File: src/rtl/core/ilt_pkg.sv
// Shared types, codes and helpers for the IRC line tokenizer.
`default_nettype none
package ilt_pkg;

    localparam int HOLD_DEPTH_DEF = 32;
    localparam int MAX_PARAMS_DEF = 15;

    // op queue between front and back, power of two
    localparam int QDEPTH = 4;

    localparam logic [1:0] KIND_CMD   = 2'd0;
    localparam logic [1:0] KIND_PARAM = 2'd1;
    localparam logic [1:0] KIND_TRAIL = 2'd2;
    localparam logic [1:0] KIND_SUM   = 2'd3;

    localparam logic [1:0] OP_EMIT  = 2'd0;
    localparam logic [1:0] OP_HOLD  = 2'd1;
    localparam logic [1:0] OP_TRAIL = 2'd2;
    localparam logic [1:0] OP_SUM   = 2'd3;

    localparam logic [7:0] CH_TAB   = 8'h09;
    localparam logic [7:0] CH_CR    = 8'h0D;
    localparam logic [7:0] CH_SPACE = 8'h20;
    localparam logic [7:0] CH_COLON = 8'h3A;
    localparam logic [7:0] CH_LOW_A = 8'h61;
    localparam logic [7:0] CH_LOW_Z = 8'h7A;
    localparam logic [7:0] CASE_OFS = 8'h20;

    typedef struct packed {
        logic [7:0] data_byte;
        logic       has_byte;
        logic       end_of_line;
    } in_t;

    typedef struct packed {
        logic [7:0] out_byte;
        logic [1:0] kind;
        logic [3:0] param_index;
        logic       token_first;
        logic       has_trailing;
        logic [3:0] param_count;
        logic       has_command;
        logic       params_overflow;
        logic       hold_overflow;
        logic       last_of_run;
    } res_t;

    typedef struct packed {
        logic [1:0] op;
        res_t       res;
    } entry_t;

    typedef struct packed {
        logic   v0;
        entry_t e0;
        logic   v1;
        entry_t e1;
    } push_t;

    function automatic logic is_sep(input logic [7:0] c);
        return (c == CH_SPACE) || (c >= CH_TAB && c <= CH_CR);
    endfunction

    function automatic logic [7:0] to_upper(input logic [7:0] c);
        return (c >= CH_LOW_A && c <= CH_LOW_Z) ? c - CASE_OFS : c;
    endfunction

endpackage
`default_nettype wire

File: src/rtl/core/ilt_front.sv
// Front end: per-byte line state machine, turns items into back-end ops.
`default_nettype none
module ilt_front #(
    parameter int HOLD_DEPTH = ilt_pkg::HOLD_DEPTH_DEF,
    parameter int MAX_PARAMS = ilt_pkg::MAX_PARAMS_DEF
) (
    input  wire logic          aclk,
    input  wire logic          aresetn,
    input  wire logic          s_valid,
    output logic               s_ready,
    input  wire ilt_pkg::in_t  s_data,
    input  wire logic          q_room,
    output ilt_pkg::push_t     push
);

    localparam int CNT_W = $clog2(HOLD_DEPTH + 1);
    localparam logic [3:0] MAXP = 4'(MAX_PARAMS);
    localparam logic [CNT_W-1:0] HOLD_MAX = CNT_W'(HOLD_DEPTH);

    localparam logic [2:0] PH_LEAD   = 3'd0;
    localparam logic [2:0] PH_PREFIX = 3'd1;
    localparam logic [2:0] PH_LEAD2  = 3'd2;
    localparam logic [2:0] PH_GAP0   = 3'd3;
    localparam logic [2:0] PH_CMD    = 3'd4;
    localparam logic [2:0] PH_GAP    = 3'd5;
    localparam logic [2:0] PH_PARAM  = 3'd6;
    localparam logic [2:0] PH_TRAIL  = 3'd7;

    logic [2:0]       phase_reg, phase_next;
    logic             pws_reg, pws_next;
    logic             cmd_reg, cmd_next;
    logic [3:0]       pcnt_reg, pcnt_next;
    logic             trail_reg, trail_next;
    logic [CNT_W-1:0] hcnt_reg, hcnt_next;
    logic [1:0]       ovf_reg, ovf_next;

    logic             accept;
    logic             byte_v;
    ilt_pkg::entry_t  byte_op;
    ilt_pkg::entry_t  sum_op;
    logic [7:0]       c;
    logic             sp_tab;
    logic             sep;
    logic             colon;

    function automatic ilt_pkg::entry_t mk(input logic [1:0] op, input logic [7:0] b,
                                           input logic [1:0] kind, input logic [3:0] idx,
                                           input logic first);
        ilt_pkg::entry_t e;
        e = '0;
        e.op = op;
        e.res.out_byte = b;
        e.res.kind = kind;
        e.res.param_index = idx;
        e.res.token_first = first;
        return e;
    endfunction

    assign s_ready = q_room;
    assign accept  = s_valid && s_ready;

    always_comb begin
        phase_next = phase_reg;
        pws_next   = pws_reg;
        cmd_next   = cmd_reg;
        pcnt_next  = pcnt_reg;
        trail_next = trail_reg;
        hcnt_next  = hcnt_reg;
        ovf_next   = ovf_reg;
        byte_v     = 1'b0;
        byte_op    = '0;
        sum_op     = '0;
        push       = '0;
        c      = s_data.data_byte;
        sp_tab = (c == ilt_pkg::CH_SPACE) || (c == ilt_pkg::CH_TAB);
        sep    = ilt_pkg::is_sep(c);
        colon  = (c == ilt_pkg::CH_COLON);

        if (s_data.has_byte) begin
            case (phase_reg)
                PH_LEAD, PH_LEAD2: begin
                    if (sp_tab) begin
                        phase_next = phase_reg;
                    end else if (colon && phase_reg == PH_LEAD) begin
                        phase_next = PH_PREFIX;
                    end else if (sep) begin
                        phase_next = PH_GAP0;
                        pws_next   = 1'b0;
                    end else begin
                        byte_v  = 1'b1;
                        byte_op = mk(ilt_pkg::OP_EMIT, ilt_pkg::to_upper(c),
                                     ilt_pkg::KIND_CMD, 4'd0, 1'b1);
                        cmd_next   = 1'b1;
                        phase_next = PH_CMD;
                    end
                end
                PH_PREFIX: begin
                    if (c == ilt_pkg::CH_SPACE) begin
                        phase_next = PH_LEAD2;
                    end
                end
                PH_GAP0: begin
                    if (colon && pws_reg) begin
                        trail_next = 1'b1;
                        phase_next = PH_TRAIL;
                        pws_next   = 1'b1;
                        hcnt_next  = '0;
                    end else if (sep) begin
                        pws_next = (c == ilt_pkg::CH_SPACE);
                    end else begin
                        byte_v  = 1'b1;
                        byte_op = mk(ilt_pkg::OP_EMIT, ilt_pkg::to_upper(c),
                                     ilt_pkg::KIND_CMD, 4'd0, 1'b1);
                        cmd_next   = 1'b1;
                        phase_next = PH_CMD;
                    end
                end
                PH_CMD: begin
                    if (sep) begin
                        phase_next = PH_GAP;
                        pws_next   = (c == ilt_pkg::CH_SPACE);
                    end else begin
                        byte_v  = 1'b1;
                        byte_op = mk(ilt_pkg::OP_EMIT, ilt_pkg::to_upper(c),
                                     ilt_pkg::KIND_CMD, 4'd0, 1'b0);
                    end
                end
                PH_GAP: begin
                    if (colon && pws_reg) begin
                        trail_next = 1'b1;
                        phase_next = PH_TRAIL;
                        pws_next   = 1'b1;
                        hcnt_next  = '0;
                    end else if (sep) begin
                        pws_next = (c == ilt_pkg::CH_SPACE);
                    end else begin
                        byte_v = 1'b1;
                        if (pcnt_reg < MAXP) begin
                            byte_op = mk(ilt_pkg::OP_EMIT, c, ilt_pkg::KIND_PARAM,
                                         pcnt_reg, 1'b1);
                            pcnt_next = pcnt_reg + 4'd1;
                        end else begin
                            byte_op = mk(ilt_pkg::OP_EMIT, c, ilt_pkg::KIND_PARAM,
                                         MAXP, 1'b1);
                            ovf_next[0] = 1'b1;
                        end
                        phase_next = PH_PARAM;
                    end
                end
                PH_PARAM: begin
                    if (sep) begin
                        phase_next = PH_GAP;
                        pws_next   = (c == ilt_pkg::CH_SPACE);
                    end else begin
                        byte_v  = 1'b1;
                        byte_op = mk(ilt_pkg::OP_EMIT, c, ilt_pkg::KIND_PARAM,
                                     ovf_reg[0] ? MAXP
                                     : (pcnt_reg != 4'd0 ? pcnt_reg - 4'd1 : 4'd0),
                                     1'b0);
                    end
                end
                default: begin
                    if (sp_tab) begin
                        if (hcnt_reg < HOLD_MAX) begin
                            byte_v    = 1'b1;
                            byte_op   = mk(ilt_pkg::OP_HOLD, c, ilt_pkg::KIND_TRAIL,
                                           4'd0, 1'b0);
                            hcnt_next = hcnt_reg + CNT_W'(1);
                        end else begin
                            ovf_next[1] = 1'b1;
                        end
                    end else begin
                        byte_v    = 1'b1;
                        byte_op   = mk(ilt_pkg::OP_TRAIL, c, ilt_pkg::KIND_TRAIL,
                                       4'd0, pws_reg);
                        hcnt_next = '0;
                        pws_next  = 1'b0;
                    end
                end
            endcase
        end

        byte_op.res.last_of_run = !s_data.end_of_line;

        sum_op.op                  = ilt_pkg::OP_SUM;
        sum_op.res.kind            = ilt_pkg::KIND_SUM;
        sum_op.res.has_trailing    = trail_next;
        sum_op.res.param_count     = pcnt_next;
        sum_op.res.has_command     = cmd_next;
        sum_op.res.params_overflow = ovf_next[0];
        sum_op.res.hold_overflow   = ovf_next[1];
        sum_op.res.last_of_run     = 1'b1;

        if (s_data.end_of_line) begin
            phase_next = PH_LEAD;
            pws_next   = 1'b0;
            cmd_next   = 1'b0;
            pcnt_next  = 4'd0;
            trail_next = 1'b0;
            hcnt_next  = '0;
            ovf_next   = 2'b00;
        end

        if (byte_v) begin
            push.v0 = accept;
            push.e0 = byte_op;
            push.v1 = accept && s_data.end_of_line;
            push.e1 = sum_op;
        end else begin
            push.v0 = accept && s_data.end_of_line;
            push.e0 = sum_op;
        end
    end

    always_ff @(posedge aclk) begin
        if (!aresetn) begin
            phase_reg <= PH_LEAD;
            pws_reg   <= 1'b0;
            cmd_reg   <= 1'b0;
            pcnt_reg  <= 4'd0;
            trail_reg <= 1'b0;
            hcnt_reg  <= '0;
            ovf_reg   <= 2'b00;
        end else if (accept) begin
            phase_reg <= phase_next;
            pws_reg   <= pws_next;
            cmd_reg   <= cmd_next;
            pcnt_reg  <= pcnt_next;
            trail_reg <= trail_next;
            hcnt_reg  <= hcnt_next;
            ovf_reg   <= ovf_next;
        end
    end

endmodule
`default_nettype wire

File: src/rtl/core/ilt_queue.sv
// Short op queue between front and back; takes up to two ops per cycle.
`default_nettype none
module ilt_queue (
    input  wire logic            aclk,
    input  wire logic            aresetn,
    input  wire ilt_pkg::push_t  push,
    output logic                 room,
    output logic                 head_valid,
    output ilt_pkg::entry_t      head,
    input  wire logic            pop
);

    localparam int PTR_W = $clog2(ilt_pkg::QDEPTH);
    localparam int CNT_W = $clog2(ilt_pkg::QDEPTH + 1);

    ilt_pkg::entry_t  mem [ilt_pkg::QDEPTH];
    logic [PTR_W-1:0] wr_reg, rd_reg;
    logic [CNT_W-1:0] cnt_reg;
    logic [1:0]       n_push;

    assign n_push     = {1'b0, push.v0} + {1'b0, push.v1};
    assign room       = cnt_reg <= CNT_W'(ilt_pkg::QDEPTH - 2);
    assign head_valid = cnt_reg != '0;
    assign head       = mem[rd_reg];

    always_ff @(posedge aclk) begin
        if (push.v0) begin
            mem[wr_reg] <= push.e0;
        end
        if (push.v1) begin
            mem[wr_reg + PTR_W'(1)] <= push.e1;
        end
    end

    always_ff @(posedge aclk) begin
        if (!aresetn) begin
            wr_reg  <= '0;
            rd_reg  <= '0;
            cnt_reg <= '0;
        end else begin
            wr_reg  <= wr_reg + PTR_W'(n_push);
            rd_reg  <= rd_reg + PTR_W'(pop);
            cnt_reg <= cnt_reg + CNT_W'(n_push) - CNT_W'(pop);
        end
    end

endmodule
`default_nettype wire

File: src/rtl/core/ilt_back.sv
// Back end: executes ops, owns the trailing whitespace hold store and output register.
`default_nettype none
module ilt_back #(
    parameter int HOLD_DEPTH = ilt_pkg::HOLD_DEPTH_DEF
) (
    input  wire logic             aclk,
    input  wire logic             aresetn,
    input  wire logic             head_valid,
    input  wire ilt_pkg::entry_t  head,
    output logic                  pop,
    output logic                  m_valid,
    input  wire logic             m_ready,
    output ilt_pkg::res_t         m_data
);

    localparam int CNT_W = $clog2(HOLD_DEPTH + 1);
    localparam int IDX_W = (HOLD_DEPTH > 1) ? $clog2(HOLD_DEPTH) : 1;

    localparam logic [1:0] S_IDLE  = 2'd0;
    localparam logic [1:0] S_FLUSH = 2'd1;
    localparam logic [1:0] S_BYTE  = 2'd2;

    logic             hold_mem [HOLD_DEPTH];
    logic             rd_q;

    logic [1:0]       state_reg, state_next;
    logic [CNT_W-1:0] rd_ptr_reg, rd_ptr_next;
    logic [CNT_W-1:0] wr_ptr_reg, wr_ptr_next;
    ilt_pkg::res_t    pend_reg, pend_next;
    ilt_pkg::res_t    out_reg, out_next;
    logic             out_valid_reg, out_valid_next;
    logic             advance;
    logic             load;
    logic             mem_we;

    assign advance = !out_valid_reg || m_ready;
    assign m_valid = out_valid_reg;
    assign m_data  = out_reg;

    always_comb begin
        state_next  = state_reg;
        rd_ptr_next = rd_ptr_reg;
        wr_ptr_next = wr_ptr_reg;
        pend_next   = pend_reg;
        out_next    = out_reg;
        pop         = 1'b0;
        load        = 1'b0;
        mem_we      = 1'b0;
        case (state_reg)
            S_IDLE: begin
                rd_ptr_next = '0;
                if (head_valid) begin
                    case (head.op)
                        ilt_pkg::OP_EMIT: begin
                            if (advance) begin
                                pop      = 1'b1;
                                load     = 1'b1;
                                out_next = head.res;
                            end
                        end
                        ilt_pkg::OP_SUM: begin
                            if (advance) begin
                                pop         = 1'b1;
                                load        = 1'b1;
                                out_next    = head.res;
                                wr_ptr_next = '0;
                            end
                        end
                        ilt_pkg::OP_HOLD: begin
                            pop         = 1'b1;
                            mem_we      = 1'b1;
                            wr_ptr_next = wr_ptr_reg + CNT_W'(1);
                        end
                        default: begin
                            pop        = 1'b1;
                            pend_next  = head.res;
                            state_next = (wr_ptr_reg == '0) ? S_BYTE : S_FLUSH;
                        end
                    endcase
                end
            end
            S_FLUSH: begin
                if (advance) begin
                    load     = 1'b1;
                    out_next = pend_reg;
                    out_next.out_byte    = rd_q ? ilt_pkg::CH_TAB : ilt_pkg::CH_SPACE;
                    out_next.last_of_run = 1'b0;
                    pend_next.token_first = 1'b0;
                    if (rd_ptr_reg + CNT_W'(1) == wr_ptr_reg) begin
                        state_next = S_BYTE;
                    end else begin
                        rd_ptr_next = rd_ptr_reg + CNT_W'(1);
                    end
                end
            end
            S_BYTE: begin
                if (advance) begin
                    load        = 1'b1;
                    out_next    = pend_reg;
                    wr_ptr_next = '0;
                    state_next  = S_IDLE;
                end
            end
            default: begin
                state_next = S_IDLE;
            end
        endcase

        if (load) begin
            out_valid_next = 1'b1;
        end else if (m_ready) begin
            out_valid_next = 1'b0;
        end else begin
            out_valid_next = out_valid_reg;
        end
    end

    always_ff @(posedge aclk) begin
        if (mem_we) begin
            hold_mem[wr_ptr_reg[IDX_W-1:0]] <= (head.res.out_byte == ilt_pkg::CH_TAB);
        end
        rd_q <= hold_mem[rd_ptr_next[IDX_W-1:0]];
    end

    always_ff @(posedge aclk) begin
        pend_reg <= pend_next;
        out_reg  <= out_next;
        if (!aresetn) begin
            state_reg     <= S_IDLE;
            rd_ptr_reg    <= '0;
            wr_ptr_reg    <= '0;
            out_valid_reg <= 1'b0;
        end else begin
            state_reg     <= state_next;
            rd_ptr_reg    <= rd_ptr_next;
            wr_ptr_reg    <= wr_ptr_next;
            out_valid_reg <= out_valid_next;
        end
    end

endmodule
`default_nettype wire

File: src/rtl/core/irc_line_tokenizer_top.sv
// Top level of the IRC line tokenizer: front end, op queue, back end.
// Output: a trailing byte follows one result per held space or tab flushed ahead of it.
// Throughput: one item per cycle while the four-entry op queue has room for two ops;
// one result per cycle out while m_ready is high; a held space or tab is stored with no
// result, and a trailing byte also passes through the back end's flush and byte states.
// Reset: synchronous aresetn clears line state, queue and output; hold store is not cleared.
`default_nettype none
module irc_line_tokenizer_top #(
    parameter int HOLD_DEPTH = ilt_pkg::HOLD_DEPTH_DEF,
    parameter int MAX_PARAMS = ilt_pkg::MAX_PARAMS_DEF
) (
    input  wire logic           aclk,
    input  wire logic           aresetn,
    input  wire logic           s_valid,
    output logic                s_ready,
    input  wire ilt_pkg::in_t   s_data,
    output logic                m_valid,
    input  wire logic           m_ready,
    output ilt_pkg::res_t       m_data
);

    ilt_pkg::push_t  push;
    ilt_pkg::entry_t head;
    logic            q_room;
    logic            head_valid;
    logic            pop;

    ilt_front #(
        .HOLD_DEPTH(HOLD_DEPTH),
        .MAX_PARAMS(MAX_PARAMS)
    ) u_front (
        .aclk    (aclk),
        .aresetn (aresetn),
        .s_valid (s_valid),
        .s_ready (s_ready),
        .s_data  (s_data),
        .q_room  (q_room),
        .push    (push)
    );

    ilt_queue u_queue (
        .aclk       (aclk),
        .aresetn    (aresetn),
        .push       (push),
        .room       (q_room),
        .head_valid (head_valid),
        .head       (head),
        .pop        (pop)
    );

    ilt_back #(
        .HOLD_DEPTH(HOLD_DEPTH)
    ) u_back (
        .aclk       (aclk),
        .aresetn    (aresetn),
        .head_valid (head_valid),
        .head       (head),
        .pop        (pop),
        .m_valid    (m_valid),
        .m_ready    (m_ready),
        .m_data     (m_data)
    );

    a_sum_last: assert property (@(posedge aclk) disable iff (!aresetn)
        m_valid && m_data.kind == ilt_pkg::KIND_SUM |-> m_data.last_of_run)
        else $error("summary item not last of run");

    a_byte_no_summary: assert property (@(posedge aclk) disable iff (!aresetn)
        m_valid && m_data.kind != ilt_pkg::KIND_SUM |->
            !m_data.has_trailing && m_data.param_count == 4'd0 && !m_data.has_command
            && !m_data.params_overflow && !m_data.hold_overflow)
        else $error("summary fields set on byte item");

    a_index_param_only: assert property (@(posedge aclk) disable iff (!aresetn)
        m_valid && m_data.kind != ilt_pkg::KIND_PARAM |-> m_data.param_index == 4'd0)
        else $error("param index outside middle parameter");

    a_pop_has_head: assert property (@(posedge aclk) disable iff (!aresetn)
        pop |-> head_valid)
        else $error("queue popped while empty");

endmodule
`default_nettype wire
File: config.mk
export PLATFORM = sky130hd
export DESIGN_NAME = irc_line_tokenizer_top
export DESIGN_NICKNAME = d
export VERILOG_FILES = /design/src/rtl/core/ilt_pkg.sv /design/src/rtl/core/ilt_front.sv /design/src/rtl/core/ilt_queue.sv /design/src/rtl/core/ilt_back.sv /design/src/rtl/core/irc_line_tokenizer_top.sv
export SDC_FILE = /design/constraint.sdc
export NUM_CORES = 1
export LEC_CHECK = 0
export ABC_AREA = 1
export ABC_CLOCK_PERIOD_IN_PS = 6600
export BUFFER_PORTS_ARGS = -buffer_cell sky130_fd_sc_hd__clkbuf_2
export CORE_MARGIN = 8
export CORE_UTILIZATION = 27
export DETAILED_ROUTE_END_ITERATION = 6
export PLACE_DENSITY = 0.5
export SETUP_SLACK_MARGIN = 0.02
export SLEW_MARGIN = 10
export SYNTH_ARGS = -nofsm -noshare
export SYNTH_HDL_FRONTEND = slang
export SYNTH_SLANG_ARGS = --single-unit
File: constraint.sdc
create_clock -name aclk -period 6.6 [get_ports aclk]
set_clock_uncertainty 0.1 [all_clocks]
set_input_delay 0.99 -clock aclk [delete_from_list [all_inputs] [get_ports aclk]]
set_output_delay 0.99 -clock aclk [all_outputs]
set_load 0.005 [all_outputs]
==> impl_metrics.csv <==
group,metric,value,unit
outcome,outcome,"finished, final reports clean",
route,via_count,9148,
worst_setup_path,worst-endpoint-arrival,4.00,ns
worst_hold_path,hp-class,"register to register",
worst_setup_path,worst-path-stages,21,
synthesis,netlist_area,11600,um^2
cts,numClockSinks,225,
power,fraction_of_power_consumed_by_combinational_cells,32.3,%
synthesis,synth.yosys.seq_area_share,50.1,%
cells_and_area,multiInputGateArea,4860,um^2
cts,cts-htree-levels,1,
global_route,grt_start_max_net_pins,58,
power,vdd_ir_drop_max,0.180,mV
worst_setup_path,critical-path-top-delay-family,"adder cells",
floorplanning,effective_utilization_at_floorplan,27.2,%
global_route,grt.overflow.total,0,
placement,dp_hpwl,22900,um
sta,slew_violations,0,
cts,post_cts_hold_buffer_count,0,
synthesis,ys_async_sr_fraction,0,%
global_route,grt_pass1_vias,8883,
synthesis,synth_ff_type,"edfxtp_1",
synthesis,synthesis.nets,1399,
synthesis,synth_edf_count,132,
synthesis,synth.top_cells.by_area,"edfxtp_1, dfxtp_1, nand2_1",
sta,achievable-frequency,0.269,GHz
cells_and_area,largest_register_ff_count,104,
cells_and_area,fill_cell_total_of_the_finished_layout,4519,
worst_setup_path,crit_required,6.88,ns
worst_setup_path,crit_path_max_fanout,33,
sta,setup_tns,0,ns
power,clock_power_share,28.4,%
worst_setup_path,startpoint_type,"input pin",
worst_setup_path,rrSetupSlack,2.99,ns
worst_setup_path,path_cells,"clkbuf_2 > inv_1 > ha_1 > nand2_1 > nor2_4 > a21oi_4 > nand3_1 > nand2_1 > inv_2 > nand2_2 > inv_2 > nand2_4 > nand4_4 > nand2_4 > ha_1 > inv_1 > ha_1 > fa_1 > xor2_1 > inv_1 > nor2_1",
cts,post-cts-setup-buffer-count,0,
placement,dp_worst_setup_slack,2.32,ns
sta,final_setup_fails,0,
cells_and_area,final_layout_size_suffix_gt1_share,12.9,%
cells_and_area,top_register,"u_queue.mem",
route,remaining_drc_errors,0,
synthesis,most_common_cell_in_the_netlist,"nand2_1",
floorplanning,placeableCoreArea,42800,um^2
power,p_per_area,401,nW/um^2
worst_hold_path,min_path_cells,2,
worst_setup_path,worstSetupEndpointType,"register",
route,detailedRoute.firstPassIterationCount,5,
power,p_int,0.00334,W
route,wirelength,31700,um
sta,post-route-period-util,56.3,%
cts,clockBufferDepth,3,
cells_and_area,final-seq-area,5830,um^2
cts,cts_tree,"built",
synthesis,synth.cells.most_frequent,"nand2_1, nor2_1, inv_1",
global_route,grt_antenna_before_repair,0,
worst_setup_path,path_buf_inv,6,
sta,final_period_minus_worst_setup_slack,3.71,ns
worst_setup_path,slowest_stage_cell_on_the_critical_path,"fa_1",
floorplanning,die_h,224,um
floorplanning,die_width,224,um
synthesis,postSynthAreaPerCell,8.55,um^2
synthesis,synth_seq_cells,225,
floorplanning,rows,76,
job,drv_cap,0,
sta,timing.max_slew.rel_slack,36.0,%
global_route,grt.total_usage,12.5,%
cells_and_area,syn2layout_area_growth,12.8,%
cts,clk_pin_slew,0.06,ns
power,p_switching,0.00193,W
sta,worst_slew_pin_slew,0.959,ns
worst_setup_path,cpPeakStageDelay,0.44,ns
cts,cts_repair_resize_count,0,
placement,gp_congestion,0.892,
synthesis,ys_warnings,0,
cells_and_area,num-nets-final,1418,
synthesis,post_synth_inst_count,1360,
route,route.antenna.remaining_nets,0,
cts,ctsRootBufferMaster,"clkbuf_16",
route,drt-wirelength-per-cell,16.3,um
floorplanning,ios,40,
placement,placement.io_buffers,39,
power,total_power_consumption,0.00527,W
sta,final_hold_viol_count,0,
worst_setup_path,timing.setup.critical_path_class,"input pin to register",
worst_setup_path,worst_r2r_path_depth,14,
global_route,global_route_wire_length_before_repair,50100,um
sta,finalWorstSetupSlack,2.89,ns
power,p_sw_share,36.6,%
power,power_frac_seq,39.3,%
power,cellLeakagePower,5.21,nW
sta,rsz0062_at_grt,"no",
route,drt_iter0_markers,791,
route,vias_per_cell,4.70,
floorplanning,die-area,50000,um^2
cells_and_area,antenna_cells,0,
synthesis,netlist-cell-type-count,55,
synthesis,synth_top_cell_by_area,"edfxtp_1",
sta,hold_ws,0.352,ns
cts,worst_skew_pair.late_latency,0.55,ns
synthesis,synth_top_area_share,34.1,%
cts,cts_made_buffers,26,
-- path summary, 6_finish.rpt --
path | startpoint | endpoint
worst min-delay path | u_front.trail_reg | u_front.trail_reg
worst min register to register | u_front.trail_reg | u_front.trail_reg
worst max-delay path | s_data[8] | u_queue.cnt_reg[2]
worst max register to register | u_queue.rd_reg[0] | u_queue.cnt_reg[2]
-- through the flow --
stage / utilization (%) / std cells / instance area (um^2)
6_report: 30.7 / 1945 / 13100
5_1_grt: 30.7 / 1945 / 13100
4_1_cts: 30.7 / 1945 / 13100
3_5_place_dp: 28.6 / 1897 / 12200
3_3_place_gp: 28.6 / 1897 / 12200
2_1_floorplan: - / 1360 / 11600
-- placed cells by master (no fill, tap or decap), types with 16 or more instances in the layout --
cell and n:
a21oi_1 67, clkbuf_16 27, clkbuf_2 39, dfxtp_1 93
edfxtp_1 132, ha_1 24, inv_1 143, nand2_1 271
nand3_1 121, nand3_2 18, nor2_1 149, nor3_1 16
o21ai_0 93, o21ai_1 25, o21ai_2 17, o22ai_1 23
-- cells by family after synthesis --
group,after synthesis,synth area share (%)
AND/OR/NAND/NOR,627,24.9
AO/OA/AOI/OAI,263,13.6
flip-flops,225,50.1
buffers and inverters,214,8.23
adder cells (fa/ha/maj),25,2.75
XOR/XNOR,6,0.452
-- cell type report --
class	instances	share of cell area [%]
repair buffers	48	2.00
multi-input cells	921	37.1
well taps	546	5.21
clock inverters	12	1.03
inverters	157	4.51
flip-flops and latches	225	44.4
clock buffers	36	5.79
-- power groups by stage --
stage / combinational, W / sequential, W / clock [W]
floorplan: 0.00118 / 0.00207 / 0
global placement: 0.00170 / 0.00210 / 0
detailed placement: 0.00172 / 0.00210 / 0
CTS: 0.00173 / 0.00207 / 0.00153
global route: 0.00192 / 0.00210 / 0.00159
finish: 0.00170 / 0.00207 / 0.00150
-- worst reg2reg max path, stage by stage (launching register included) --
cell and delay (ns):
dfxtp_1 0.30, buf_4 0.48, inv_1 0.43, nand2_1 0.14, a32oi_1 0.17, ha_1 0.37, a21oi_1 0.33, ha_1 0.30
inv_1 0.05, ha_1 0.12, inv_1 0.05, fa_1 0.37, xor2_1 0.17, inv_1 0.06, nor2_1 0.03
-- per-layer routing --
layer	global-route usage, %	part of all wire (%)
met4	3.12	1.5
met2	18.9	43
met1	18.2	50
met3	2.09	5.1
met5	0	0
(Power assumes the default switching activity.)
